## src/hw/rtl/irctok_pkg.sv

```systemverilog
// Shared types and constants for the IRC message line tokenizer.
// No dependencies; imported by irctok_parser and irc_message_line_tokenizer_core.
`timescale 1ns / 1ps

package irctok_pkg;

    // Default cap on parameters per line, and the largest value the count can hold.
    localparam int unsigned MAX_PARAMS_DEF = 15;
    localparam int unsigned COUNT_W        = 4;
    localparam int unsigned COUNT_MAX      = (1 << COUNT_W) - 1;

    localparam logic [7:0] CH_COLON = 8'h3A;
    localparam logic [7:0] CH_SPACE = 8'h20;

    // Character classes reported on the output.
    localparam logic [2:0] CLS_DROP     = 3'd0;
    localparam logic [2:0] CLS_COMMAND  = 3'd1;
    localparam logic [2:0] CLS_MIDDLE   = 3'd2;
    localparam logic [2:0] CLS_MARKER   = 3'd3;
    localparam logic [2:0] CLS_TRAILING = 3'd4;
    localparam logic [2:0] CLS_LINE_END = 3'd5;

    typedef struct packed {
        logic [7:0]         char_out;
        logic [2:0]         char_class;
        logic               token_start;
        logic [COUNT_W-1:0] param_index;
        logic [COUNT_W-1:0] param_count;
        logic               param_overflow;
    } t_result;

endpackage

```

## src/hw/rtl/irctok_parser.sv

```systemverilog
// Parser state machine: classifies one character and updates the line state.
// Depends on irctok_pkg.
`timescale 1ns / 1ps

module irctok_parser #(
    parameter int unsigned MAX_PARAMS = irctok_pkg::MAX_PARAMS_DEF
) (
    input  logic                i_clk,
    input  logic                i_rst_n,
    input  logic                i_fire,
    input  logic [7:0]          i_char,
    input  logic                i_line_end,
    output irctok_pkg::t_result o_result
);
    import irctok_pkg::*;

    localparam logic [COUNT_W-1:0] PCAP =
        COUNT_W'((MAX_PARAMS < COUNT_MAX) ? MAX_PARAMS : COUNT_MAX);

    typedef enum logic [6:0] {
        PH_LINE_START = 7'b0000001,
        PH_PREFIX     = 7'b0000010,
        PH_PRE_CMD    = 7'b0000100,
        PH_CMD        = 7'b0001000,
        PH_BETWEEN    = 7'b0010000,
        PH_MIDDLE     = 7'b0100000,
        PH_TRAILING   = 7'b1000000
    } t_phase;

    t_phase             r_phase, n_phase;
    logic [COUNT_W-1:0] r_begun, n_begun;
    logic               r_ovf, n_ovf;

    logic               is_space, is_colon;
    logic               want_cmd, want_param;
    logic [COUNT_W-1:0] cur_idx, new_idx;
    logic [7:0]         up_char;

    assign is_space = (i_char == CH_SPACE);
    assign is_colon = (i_char == CH_COLON);
    assign up_char  = (i_char >= 8'h61 && i_char <= 8'h7A) ? (i_char - 8'd32) : i_char;

    // Index of the parameter still open, and of one about to be opened.
    assign cur_idx = r_ovf ? PCAP : ((r_begun != '0) ? (r_begun - 1'b1) : '0);
    assign new_idx = (r_begun < PCAP) ? r_begun : PCAP;

    always_comb begin
        n_phase    = r_phase;
        n_begun    = r_begun;
        n_ovf      = r_ovf;
        want_cmd   = 1'b0;
        want_param = 1'b0;
        o_result                = '0;
        o_result.char_out       = i_char;
        o_result.char_class     = CLS_DROP;

        if (i_line_end) begin
            o_result.char_out   = '0;
            o_result.char_class = CLS_LINE_END;
            n_phase             = PH_LINE_START;
            n_begun             = '0;
            n_ovf               = 1'b0;
        end else begin
            case (r_phase)
                PH_LINE_START: begin
                    if (is_colon) begin
                        n_phase = PH_PREFIX;
                    end else begin
                        want_cmd = 1'b1;
                    end
                end
                PH_PREFIX: begin
                    if (is_space) begin
                        n_phase = PH_PRE_CMD;
                    end
                end
                PH_PRE_CMD: begin
                    want_cmd = 1'b1;
                end
                PH_CMD: begin
                    if (is_space) begin
                        n_phase = PH_BETWEEN;
                    end else begin
                        o_result.char_out   = up_char;
                        o_result.char_class = CLS_COMMAND;
                    end
                end
                PH_BETWEEN: begin
                    if (is_colon) begin
                        want_param          = 1'b1;
                        o_result.char_class = CLS_MARKER;
                        n_phase             = PH_TRAILING;
                    end else if (!is_space) begin
                        want_param          = 1'b1;
                        o_result.char_class = CLS_MIDDLE;
                        n_phase             = PH_MIDDLE;
                    end
                end
                PH_MIDDLE: begin
                    if (is_space) begin
                        n_phase = PH_BETWEEN;
                    end else begin
                        o_result.char_class  = CLS_MIDDLE;
                        o_result.param_index = cur_idx;
                    end
                end
                PH_TRAILING: begin
                    o_result.char_class  = CLS_TRAILING;
                    o_result.param_index = cur_idx;
                end
                default: begin
                    want_cmd = 1'b1;
                end
            endcase

            // Waiting for the command: spaces are skipped, the first other
            // character opens it.
            if (want_cmd) begin
                n_phase = PH_PRE_CMD;
                if (!is_space) begin
                    o_result.char_out    = up_char;
                    o_result.char_class  = CLS_COMMAND;
                    o_result.token_start = 1'b1;
                    n_phase              = PH_CMD;
                end
            end

            if (want_param) begin
                o_result.token_start = 1'b1;
                o_result.param_index = new_idx;
                if (r_begun < PCAP) begin
                    n_begun = r_begun + 1'b1;
                end else begin
                    n_ovf = 1'b1;
                end
            end
        end

        o_result.param_count    = i_line_end ? r_begun : n_begun;
        o_result.param_overflow = i_line_end ? r_ovf : n_ovf;
    end

    always_ff @(posedge i_clk) begin
        if (!i_rst_n) begin
            r_phase <= PH_LINE_START;
            r_begun <= '0;
            r_ovf   <= 1'b0;
        end else if (i_fire) begin
            r_phase <= n_phase;
            r_begun <= n_begun;
            r_ovf   <= n_ovf;
        end
    end

endmodule

```

## src/hw/rtl/irc_message_line_tokenizer_core.sv

```systemverilog
// IRC message line tokenizer, top level. Depends on irctok_pkg and irctok_parser.
// Characters of one message line enter one word per cycle while o_stall is low;
// each word yields exactly one result word that tags the character as dropped,
// command, middle parameter, trailing marker or trailing text, or reports the
// end of the line. A word passes an input register, the parser logic and an
// output register; the parser result loads into the output register once the
// input register holds the word and the output register can take it. With the
// output not stalled the block takes and returns one word every cycle. The
// throughput is set by the parser state update, which every word goes through.
// A leading ':' opens a source prefix that is dropped through the first space,
// command letters are upper-cased, and a parameter beginning with ':' takes the
// rest of the line. The parameter count saturates at the smaller of MAX_PARAMS
// and 15; a parameter begun while the count sits there takes the cap as its
// index and raises param_overflow for the rest of the line.
`timescale 1ns / 1ps

module irc_message_line_tokenizer_core #(
    parameter int unsigned MAX_PARAMS = irctok_pkg::MAX_PARAMS_DEF
) (
    input  logic                              i_clk,
    input  logic                              i_rst_n,
    // Input channel.
    input  logic                              i_valid,
    output logic                              o_stall,
    input  logic [7:0]                        i_char_in,
    input  logic                              i_line_end,
    // Result channel.
    output logic                              o_valid,
    input  logic                              i_stall,
    output logic [7:0]                        o_char_out,
    output logic [2:0]                        o_char_class,
    output logic                              o_token_start,
    output logic [irctok_pkg::COUNT_W-1:0]    o_param_index,
    output logic [irctok_pkg::COUNT_W-1:0]    o_param_count,
    output logic                              o_param_overflow
);
    import irctok_pkg::*;

    localparam logic [COUNT_W-1:0] PCAP =
        COUNT_W'((MAX_PARAMS < COUNT_MAX) ? MAX_PARAMS : COUNT_MAX);

    // Input register.
    logic       r_in_valid;
    logic [7:0] r_in_char;
    logic       r_in_end;

    // Output register.
    logic       r_out_valid;
    t_result    r_out;

    t_result    parse_res;
    logic       out_ready;
    logic       fire;

    // The output register can take a new word when it is empty or draining.
    assign out_ready = !r_out_valid || !i_stall;
    assign fire      = r_in_valid && out_ready;
    assign o_stall   = r_in_valid && !out_ready;

    always_ff @(posedge i_clk) begin
        if (!i_rst_n) begin
            r_in_valid <= 1'b0;
        end else if (!o_stall) begin
            r_in_valid <= i_valid;
        end
    end

    always_ff @(posedge i_clk) begin
        if (!o_stall && i_valid) begin
            r_in_char <= i_char_in;
            r_in_end  <= i_line_end;
        end
    end

    irctok_parser #(
        .MAX_PARAMS (MAX_PARAMS)
    ) u_parser (
        .i_clk      (i_clk),
        .i_rst_n    (i_rst_n),
        .i_fire     (fire),
        .i_char     (r_in_char),
        .i_line_end (r_in_end),
        .o_result   (parse_res)
    );

    always_ff @(posedge i_clk) begin
        if (!i_rst_n) begin
            r_out_valid <= 1'b0;
        end else if (out_ready) begin
            r_out_valid <= r_in_valid;
        end
    end

    always_ff @(posedge i_clk) begin
        if (fire) begin
            r_out <= parse_res;
        end
    end

    assign o_valid          = r_out_valid;
    assign o_char_out       = r_out.char_out;
    assign o_char_class     = r_out.char_class;
    assign o_token_start    = r_out.token_start;
    assign o_param_index    = r_out.param_index;
    assign o_param_count    = r_out.param_count;
    assign o_param_overflow = r_out.param_overflow;

`ifndef NO_ASSERTIONS
    // The overflow flag is only raised once the count has reached its cap.
    a_ovf_at_cap: assert property (@(posedge i_clk) disable iff (!i_rst_n)
        (o_valid && o_param_overflow) |-> (o_param_count == PCAP))
        else $error("overflow flagged below the parameter cap");

    // No parameter index goes beyond the cap.
    a_index_cap: assert property (@(posedge i_clk) disable iff (!i_rst_n)
        o_valid |-> (o_param_index <= PCAP))
        else $error("parameter index beyond the cap");

    // Token starts only mark the command, a middle parameter or the marker.
    a_start_class: assert property (@(posedge i_clk) disable iff (!i_rst_n)
        (o_valid && o_token_start) |->
            (o_char_class == CLS_COMMAND || o_char_class == CLS_MIDDLE ||
             o_char_class == CLS_MARKER))
        else $error("token start on a character outside any token");

    // A parameter character can only be reported once a parameter was begun.
    a_param_counted: assert property (@(posedge i_clk) disable iff (!i_rst_n)
        (o_valid && (o_char_class == CLS_MIDDLE || o_char_class == CLS_MARKER ||
                     o_char_class == CLS_TRAILING)) |-> (o_param_count != '0))
        else $error("parameter character with zero parameters counted");
`endif

endmodule
```

## config.mk

```make
export PLATFORM = sky130hd
export DESIGN_NAME = irc_message_line_tokenizer_core
export DESIGN_NICKNAME = d
export VERILOG_FILES = /design/src/hw/rtl/irctok_pkg.sv /design/src/hw/rtl/irctok_parser.sv /design/src/hw/rtl/irc_message_line_tokenizer_core.sv
export SDC_FILE = /design/constraint.sdc
export NUM_CORES = 1
export LEC_CHECK = 0
export CORE_MARGIN = 1.5
export CORE_UTILIZATION = 45
export DETAILED_ROUTE_END_ITERATION = 12
export DONT_BUFFER_PORTS = 1
export PLACE_DENSITY = 0.7
export SLEW_MARGIN = 20
export SYNTH_ARGS = -nofsm -noshare
export SYNTH_HDL_FRONTEND = slang
export SYNTH_SLANG_ARGS = --single-unit
```

## constraint.sdc

```tcl
create_clock -name i_clk -period 6 [get_ports i_clk]
set_input_delay 0.6 -clock i_clk [delete_from_list [all_inputs] [get_ports i_clk]]
set_output_delay 0.6 -clock i_clk [all_outputs]
set_load 0.05 [all_outputs]
```

==> impl_results.md <==
- RePlAce Congestion: 0.899
- Worst rel slew slack: 37.4%
- Total grt overflow: 0
- Drt pass-1 iters: 4
- Core area: 4820 sq um
- Fin crit period: 2.45 ns
- Routed WL per cell: 15.0 microns
- Startpoint types: flip-flop
- DR vias/cell: 5.89
- Starting Density: 47.8%
- Max IR drop VDD: 0.000170 V
- Die area: 5560 sq um
- Pins Over Slew Limit: 0
- Final Util: 50.8%
- Yosys cell types: 54
- LEAKAGE: 0.821 nW
- Worst R2R Start: o_valid
- CTS tree: done
- Unrepaired setup endpoints after global routing: false
- Max Clk Rate: 408 MHz
- Final Hold Vio Count: 0
- Share of post-route cells with drive strength above 1: 9.26%
- Routed vias: 1666
- CP Launch Point: o_valid
- Post-Syn Area: 2300 sq um
- Area Overhead vs Synth: 6.14%
- Post-synth EDFFs: 30
- CP max stage cell: dfxtp_1
- Detail Placement HPWL: 3010 microns
- Cell depth of the worst setup path: 6
- # IOs: 36
- PwrDens: 265 nW/um^2
- Max Cap Viol: 0
- Crit-path max FO: 26
- Crit path required time: 6.23 ns
- Fill count: 428
- Clock net sink count: 44
- Net Count, Synth: 240
- Hold EP: r_in_char[2]
- WP buf/inv: 1
- Worst hold path class: in -> reg
- Worst R2R Setup Slack: 3.55 ns
- Worst R2R Path Depth: 6
- Bufs on Longest Clock Path: 2
- Final Cycle Share: 40.8%
- FFs w/ async S/R, synth: 0%
- Vias in the first global route: 1458
- Synthesized flop and latch total: 44
- Skew final: 0.0102 ns
- DRC Markers: 0
- Root buf cell: clkbuf_8
- Yosys warning total: 0
- Synth Instances: 221
- WHS Path Cells: 0
- Post-DRT Antenna Nets: 0
- Top cell by count, worst path: nand2_1
- Element type at the critical path end: flip-flop
- Detailed Route WL: 4240 microns
- Gr usage total: 16.7%
- Clock slew at reported path FFs: 0.08 ns
- Port Buffers: 0
- Die width: 74.5 microns
- Chip height: 74.5 microns
- Ys flop type: edfxtp_1
- Most common cell after layout, fill and taps aside: edfxtp_1
- Avg Cell Area, Syn: 10.4 sq um
- Largest net degree at the start of global routing: 27
- Most frequent cells in the layout: 30 x edfxtp_1, 18 x nor2_1, 14 x a21oi_1, 14 x nor2b_1, 14 x dfxtp_1
- Total negative slack: 0 ns
- Final setup violation count: 0
- Post_cts resized: 0
- Post-CTS Hold Buffers: 0
- WS Path Type: reg -> reg
- Initial antenna violation count: 0
- Hold path start: i_char_in[2]
- Measured slew at the worst slew-check pin: 0.939 ns
- Sequential area share after synthesis: 51.3%
- CP max stage delay: 0.67 ns
- First-pass GRT wire length: 6950 microns
- Initial drt markers: 125
- Htree depth: 2
- Outcome: complete, no violations
- Nets: 234
- Ant diodes: 0
- Critical-path cell list: nand2_1, nand2_1, inv_1, and3_4, nor4b_4, a22o_1
- # Post-CTS Setup Buffers: 0
- Crit path DAT: 2.68 ns
- Crit-path leading delay family: simple AND/OR/NAND/NOR gates
- Cts bufs inserted: 5
- FF-to-FF End: u_parser.r_phase[5]
- Row Count: 25
- Clock Latency Late Sink: 0.29 ns
-- synth_stat cells (3+ instances only) --
master | number | share of area [%]
nor3_1 | 10 | 2.2
nor4_1 | 6 | 1.6
nor2_1 | 18 | 2.9
o21ai_0 | 10 | 2.2
inv_1 | 10 | 1.6
nor2b_1 | 14 | 3.8
clkbuf_1 | 10 | 1.6
nand3_1 | 4 | 0.87
a22o_1 | 3 | 1.1
ha_1 | 6 | 3.3
nand2_1 | 11 | 1.8
or4_1 | 3 | 0.98
a21oi_1 | 14 | 3.0
a31oi_1 | 8 | 2.2
edfxtp_1 | 30 | 39
dfxtp_1 | 14 | 12
-- worst max path at each step --
stage / end / slack, ns
3_5_place_dp: u_parser.r_phase[1] / 3.55
3_3_place_gp: u_parser.r_phase[2] / 3.60
5_1_grt: u_parser.r_phase[5] / 3.30
2_1_floorplan: u_parser.r_phase[5] / 3.89
4_1_cts: u_parser.r_phase[1] / 3.53
6_report: u_parser.r_phase[5] / 3.55
-- routing by layer --
layer  vias to the layer above  routed length [microns]  share of wire, %  global-route usage, %
met2                        79                     1970                46                   25.8
li1                        814                        -                 -                      -
met4                         0                       89               2.1                   6.46
met5                         -                        0                 0                      0
met3                        13                      318               7.5                   5.42
met1                       760                     1860                44                   21.8
-- flip-flops by register name (all words and copies together) (netlist names) --
name and count:
o_char_class 3, o_char_out 8, o_param_count 4, o_param_index 4, o_param_overflow 1, o_token_start 1, o_valid 1, r_in_char 8
r_in_end 1, r_in_valid 1, u_parser.r_begun 4, u_parser.r_ovf 1, u_parser.r_phase 7
-- logic make-up after synthesis --
group | after synthesis | synth area share (%)
adders and majority gates | 6 | 3.26
DFF | 44 | 51.3
xor gates and xnor gates | 4 | 1.52
muxes | 2 | 0.869
and+or+nand+nor | 85 | 22.5
AOI/OAI and AO/OA | 57 | 16.4
buffers and inverters | 23 | 4.18
-- cell type report --
| cell class | count | area [sq um] | share of cell area (%) |
|---|---|---|---|
| multi-input cells | 154 | 1030 | 42.0 |
| clock buffers | 5 | 68.8 | 2.81 |
| inverters | 10 | 37.5 | 1.54 |
| flip-flops and latches | 44 | 1180 | 48.3 |
| clock inverters | 3 | 47.5 | 1.94 |
| well taps | 67 | 83.8 | 3.43 |
-- per-stage QoR --
stage / instances / hold WS, ns / instance area (sq um) / setup slack [ns] / total power [mW]
final: 283 / 0.395 / 2440 / 3.55 / 0.647
after global routing: 283 / 0.370 / 2440 / 3.30 / 0.676
after CTS: 283 / 0.385 / 2440 / 3.53 / 0.653
after global placement: 275 / 0.497 / 2330 / 3.60 / 0.428
after floorplan: 221 / 0.472 / 2300 / 3.89 / 0.419
after detailed placement: 275 / 0.499 / 2330 / 3.55 / 0.428
-- where the power goes --
group	switching [mW]	leakage [nW]	internal [mW]
logic	0.0287	0.366	0.0201
registers	0.0350	0.397	0.338
clock network	0.0997	0.0583	0.125
(Power assumes the default switching activity.)
